File: src/hdl/qmn_sqrt.sv
`timescale 1ns / 1ps
`default_nettype none
// ----------------------------------------------------------------------------
// qmn_sqrt
// Pipelined integer square root, one result bit per register stage, with a
// side tag that travels alongside.
// ----------------------------------------------------------------------------
module qmn_sqrt #(
	parameter int QW = 39,
	parameter int MW = 20,
	parameter int TW = 81
) (
	input  wire logic          clk,
	input  wire logic          arst_n,
	input  wire logic          adv,
	input  wire logic          in_valid,
	input  wire logic [QW-1:0] in_val,
	input  wire logic [TW-1:0] in_tag,
	output logic               out_valid,
	output logic [MW-1:0]      out_root,
	output logic [TW-1:0]      out_tag
);

	logic          v_s   [MW+1];
	logic [QW-1:0] rem_s [MW+1];
	logic [QW-1:0] res_s [MW+1];
	logic [TW-1:0] tag_s [MW+1];

	assign v_s[0]   = in_valid;
	assign rem_s[0] = in_val;
	assign res_s[0] = '0;
	assign tag_s[0] = in_tag;

	for (genvar g = 0; g < MW; g++) begin : g_stage
		localparam logic [QW:0] Bit = (QW + 1)'(1) << (2 * (MW - 1 - g));
		logic [QW:0]   trial;
		logic [QW-1:0] rem_c, res_c;

		always_comb begin
			trial = {1'b0, res_s[g]} + Bit;
			if ({1'b0, rem_s[g]} >= trial) begin
				rem_c = QW'({1'b0, rem_s[g]} - trial);
				res_c = QW'({1'b0, res_s[g] >> 1} + Bit);
			end else begin
				rem_c = rem_s[g];
				res_c = res_s[g] >> 1;
			end
		end

		always_ff @(posedge clk or negedge arst_n) begin
			if (!arst_n) begin
				v_s[g+1] <= 1'b0;
			end else if (adv) begin
				v_s[g+1] <= v_s[g];
			end
		end

		always_ff @(posedge clk) begin
			if (adv) begin
				rem_s[g+1] <= rem_c;
				res_s[g+1] <= res_c;
				tag_s[g+1] <= tag_s[g];
			end
		end
	end

	assign out_valid = v_s[MW];
	assign out_root  = res_s[MW][MW-1:0];
	assign out_tag   = tag_s[MW];

endmodule
`default_nettype wire

File: config.mk
export PLATFORM = sky130hd
export DESIGN_NAME = qmn_sqrt
export DESIGN_NICKNAME = d
export VERILOG_FILES = /design/src/hdl/qmn_sqrt.sv
export SDC_FILE = /design/constraint.sdc
export NUM_CORES = 2
export LEC_CHECK = 0
export BUFFER_PORTS_ARGS = -buffer_cell sky130_fd_sc_hd__buf_2
export CORE_ASPECT_RATIO = 1.75
export CORE_MARGIN = 3
export CORE_UTILIZATION = 50
export CTS_BUF_LIST = sky130_fd_sc_hd__clkbuf_16
export CTS_CLUSTER_SIZE = 8
export DETAILED_ROUTE_END_ITERATION = 16
export GPL_TIMING_DRIVEN = 0
export PLACE_DENSITY = 0.77
export SLEW_MARGIN = 10
export SYNTH_ARGS = -nofsm -noshare
export SYNTH_HDL_FRONTEND = slang
export SYNTH_SLANG_ARGS = --single-unit
File: constraint.sdc
create_clock -name clk -period 5.34 [get_ports clk]
set_clock_uncertainty 0.2 [all_clocks]
set_input_delay 1.068 -clock clk [delete_from_list [all_inputs] [get_ports clk]]
set_output_delay 1.068 -clock clk [all_outputs]
set_load 0.05 [all_outputs]
# Word level (Yosys, flattened, before mapping)
# Cells that the tools add are included.
[op_classes]
muxes = 39
addsub = 57
magnitude_cmp = 20
[op_table]
columns = ["operator", "count"]
rows = [
  ["$mux 39", 20],
  ["$ge 39x40->1", 19],
  ["$sub 39x39->39", 18],
  ["$mux 38", 18],
  ["$add 39x1->40 const B", 1],
  ["$add 39x11->40 const B", 1],
  ["$add 39x13->40 const B", 1],
  ["$add 39x15->40 const B", 1],
  ["$add 39x17->40 const B", 1],
  ["$add 39x19->40 const B", 1],
  ["$add 39x21->40 const B", 1],
  ["$add 39x23->40 const B", 1],
  ["$add 39x25->40 const B", 1],
  ["$add 39x27->40 const B", 1],
  ["$add 39x29->40 const B", 1],
  ["$add 39x3->40 const B", 1],
  ["$add 39x31->40 const B", 1],
  ["$add 39x33->40 const B", 1],
  ["$add 39x35->40 const B", 1],
  ["$add 39x37->40 const B", 1],
  ["$add 39x5->40 const B", 1],
  ["$add 39x7->40 const B", 1],
  ["$add 39x9->40 const B", 1],
  ["$add 38x11->39 const B", 1],
  ["other kinds (21)", 21],
]
[word_totals]
wordCells = 213
reg_bits = 3142
in_bits = 124
out_inout_bits = 102

# Logic depth before layout (Yosys ltp)
[depth]
depth_word = 3
depth_mapped = 14
depth_no_buf = 11

# Worst setup path before layout
# OpenSTA, ideal clock, no wires.
[synth_path]
path_type = "flip-flop to flip-flop"
startpoint = "reg rem_s[219] in the netlist's numbering"
endpoint = "reg rem_s[171] in the netlist's numbering, data pin"
setup_time_ns = 0.260
required_ns = 4.880
period_less_slack_ns = 3.662
t_arrival_ns = 3.201
stages_incl_launch_ff = 11
setup_slack_ns = 1.678
n_path_buf = 2
cell_sequence = "edfxtp_1 > ha_1 > or4_4 > or3_4 > or3_1 > buf_2 > or3_1 > or2_4 > or2_4 > buf_6 > mux2_4"
[synth_between]
elab_chain_cells = 2
[synth_lines]
columns = ["element", "line", "text"]
rows = [
  ["from (decl)", "25", "logic [QW-1:0] rem_s [MW+1];"],
  ["from (signal, indexed assignment)", "60", "rem_s[g+1] <= rem_c;"],
  ["$ge 39x40->1", "41", "if ({1'b0, rem_s[g]} >= trial) begin"],
  ["$mux 39", "41", ""],
  ["named net g_stage[15].rem_c[15]", "37", "logic [QW-1:0] rem_c, res_c;"],
]
# The timed path passes the listed nets, and every way through them passes these cells.
# A chain may end at the register's enable or synchronous reset.

# Worst setup path after layout
[layout_path]
startpoint = "reg rem_s[82] in the netlist's numbering"
endpoint = "reg rem_s[59] in the netlist's numbering, data pin"
[layout_between]
elab_chain_cells = 2
word_cells_on_any_way = 3
classes_between = "add/sub: 1; order compare: 1; mux: 1"
[layout_lines]
columns = ["element", "line"]
rows = [
  ["$sub 39x39->39 / $ge 39x40->1 (equally long branches)", "42, 41"],
  ["$mux 39 *", "41"],
  ["named net g_stage[18].rem_c[20]", "37"],
]
# Mark *: on every way through the listed nets, which the timed path passes. The rest lies on a longest branch.

==> impl_metrics.py <==
metrics = {
    "final_layout": {
        "multi_input_area_um2": 15200,
        "nets": 6203,
        "drive_gt1_share_pct": 13.7,
        "stdcell_count": 8321,
        "final_util_pct": 58.1,
        "mostFrequentLayoutCells": "2,571 x edfxtp_1, 369 x clkbuf_16, 298 x inv_1",
        "regArea_um2": 77700,
        "fill_cells": 13360,
        "area_delta_synth_final_pct": 15.1,
        "final_common_cell": "edfxtp_1",
    },
    "detailed_routing": {
        "drcViolationCount": 0,
        "wl_per_cell_um": 18.1,
        "ant_nets": 0,
        "via_count": 43773,
        "finalWirelength_um": 151000,
        "drtPass1Iterations": 7,
        "drt_first_iter_violations": 2421,
        "routed_via_density": 5.26,
    },
    "floorplanning": {
        "fp.dieArea_um2": 195000,
        "io_pins": 226,
        "die_width_um": 335,
        "start_util_pct": 50.5,
        "std_cell_rows": 210,
        "fp.dieH_um": 582,
        "core_area_um2": 188000,
    },
    "critical_path": {
        "crit_path_top_delay_cell": "clkbuf_1",
        "endpoint_kind": "register",
        "cp_max_fo": 10,
        "rrSetupSlack_ps": 230,
        "start_kind": "register",
        "crit_chain": "ha_1 > nor2b_1 > o31a_1 > o31ai_1 > a41oi_1 > o21ai_0 > and2_0 > clkbuf_1 > clkbuf_1 > o21ai_0",
        "r2r_start": "rem_s[82]",
        "slowest_delay_ps": 640,
        "critPathKind": "register to register",
        "worst-r2r-cell-count": 10,
        "crit_arrival_ps": 5410,
        "critPathRequiredTime_ps": 5650,
        "reg2reg_to": "rem_s[59]",
    },
    "sta": {
        "fin_crit_ps": 5110,
        "worstMarginPinSlew_ps": 1240,
        "setup_violations": 0,
        "hold_viol": 0,
        "fin_crit_sh_pct": 95.6,
        "max_freq_mhz": 196,
        "tns_ps": 0,
        "finalMaxSlewViolations": 0,
        "rsz0062_at_grt": "false",
        "hold_slack_ps": 157,
        "max_slew_margin_pct": 16.8,
    },
    "worst_hold_path": {
        "hold_depth": 0,
        "hold_class": "register to register",
        "hold_end": "tag_s[593]",
        "hold_path_startpoint": "tag_s[674]",
    },
    "power": {
        "intPower_uw": 38300,
        "peakVddDrop_v": 0.000331,
        "pwr-share-clk_pct": 39.9,
        "power_frac_comb_pct": 8.6,
        "total_leakage_power_uw": 0.0395,
        "power_density_nw_per_um2": 452,
        "p_switching_uw": 11000,
        "seqPwrFrac_pct": 51.5,
        "switching_share_pct": 22.3,
    },
    "global_routing": {
        "overflow": 0,
        "grt_pass1_vias": 47169,
        "antenna_found_initial": 1,
        "grt_pass1_wl_um": 239000,
        "track_usage_pct": 15.4,
        "grt_max_degree": 175,
    },
    "yosys": {
        "synth_edf_count": 2571,
        "synthFlopType": "edfxtp_1",
        "ys.warnings.count": 0,
        "syn_avg_cell_area_um2": 18.1,
        "synth_top_area_cell": "edfxtp_1",
        "synthesis.nets": 5593,
        "ys_seq_elements": 2591,
        "ys_async_sr_fraction_pct": 0.772,
        "synth.top_cell.area_share_pct": 81.5,
        "syn_area_um2": 94800,
        "synth.distinct_cells": 79,
        "yosys-top-cells-area": "edfxtp_1 81%, ha_1 3.0%, xnor2_1 1.3%",
        "synthCells": 5242,
        "yosysSeqAreaShare_pct": 82.0,
    },
    "clock_tree": {
        "cts.reportedPaths.clkPinSlew_ps": 50,
        "h-tree-depth": 5,
        "cts_num_sinks": 2591,
        "cts_made_buffers": 365,
        "root_buffer": "clkbuf_16",
        "clock_path_buffers": 4,
        "clk_latency_ps": 840,
        "cts_tree": "built",
    },
    "placement": {
        "finalWeightedCongestion": 0.968,
        "port_buffers": 224,
        "dp_hpwl_um": 93300,
        "dp.cells": 7922,
    },
    "status": {
        "status": "finished, final reports clean",
    },
    "run": {
        "max_cap_violations": 0,
    },
}
## flip-flops by register name (all words and copies together) (netlist names)
register / flops
tag_s: 1539
rem_s: 741
res_s: 190
out_tag: 81
out_root: 20
v_s: 19
out_valid: 1
## power by group through the flow
stage	Sequential [uW]	Clock, uW	Combinational, uW
2_1_floorplan	25400	0	2870
3_3_place_gp	27200	0	4010
3_5_place_dp	25700	0	4210
4_1_cts	25400	20300	4230
5_1_grt	25500	21200	4710
6_report	25400	19700	4250
## routing by layer
metal / track usage (%) / part of all wire (%) / up-vias
li1: - / - / 21078
met1: 14.5 / 33 / 21087
met2: 30.0 / 57 / 1089
met3: 2.79 / 3.8 / 519
met4: 9.90 / 6.0 / 0
met5: 0 / 0 / -
## per-stage QoR
stage	setup slack, ps	total power [uW]	cell area, um^2
4_1_cts	21.6	50000	109000
2_1_floorplan	1680	28300	94800
6_report	234	49300	109000
3_5_place_dp	-368	29900	99500
5_1_grt	14.9	51400	109000
3_3_place_gp	-36020	31200	99000
## synthesized netlist by cell type, types with 14 or more instances
cell,count
nor2_1,211
clkbuf_1,44
o21ai_0,172
or4_1,23
inv_1,289
a21o_1,75
nand3b_1,14
nand3_1,65
ha_1,226
o31ai_1,26
nand2_1,239
a31oi_1,17
xor2_1,143
nor4_1,116
edfxtp_1,2571
a211oi_1,22
o21a_1,48
or3_1,49
buf_4,82
mux2_2,42
a21oi_1,187
xnor2_1,143
nor3_1,96
or2_2,16
dfrtp_1,20
nand4_1,41
nand2b_1,41
nor2b_1,25
## worst max-delay path, delay by kind of cell (launching register included)
kind	cells	cell delay, ps
compound gates	5	1940
buf+inv	2	1270
simple gates	2	600
flops	1	400
fa+ha+maj	1	380
## logic make-up (layout without fill, tap and decap cells)
logic type | count (synthesis) | count (layout) | synth area share, %
AO/OA/AOI/OAI | 642 | 642 | 4.19
adder cells (fa/ha/maj) | 227 | 227 | 3.00
flip-flops | 2591 | 2591 | 82.0
other | 1 | 2 | 0.00396
AND/OR/NAND/NOR | 1012 | 1012 | 5.48
XOR/XNOR | 286 | 286 | 2.64
multiplexers | 54 | 54 | 0.647
buffers and inverters | 429 | 1069 | 2.05
## how the worst max path moves through the flow
stage | startpoint | slack (ps) | end
2_1_floorplan | rem_s[219] | 1680 | rem_s[171]
3_3_place_gp | adv | -36020 | tag_s[1562]
3_5_place_dp | adv | -370 | v_s[8]
4_1_cts | rem_s[139] | 20 | rem_s[100]
5_1_grt | rem_s[82] | 10 | rem_s[59]
6_report | rem_s[82] | 230 | rem_s[59]
## cell type report
type | count | share of cell area [%]
clock inverter | 28 | 0.367
multi-input combinational | 2222 | 13.9
inverter | 290 | 0.998
clock buffer | 369 | 8.46
sequential | 2591 | 71.2
tap | 2438 | 2.80
timing repair buffer | 243 | 1.50
antenna | 1 | 0.00229
buffer | 139 | 0.782
## timing repair
| item | 4_1_cts | 5_1_grt |
|---|---|---|
| endpoints found under the hold margin | 20 | 0 |
| hold buffers | 1 | 0 |
| endpoints found under the setup margin | 0 | 10 |
| buffers inserted | 0 | 0 |
| gates resized for setup | 0 | 1 |
(Power assumes the default switching activity.)
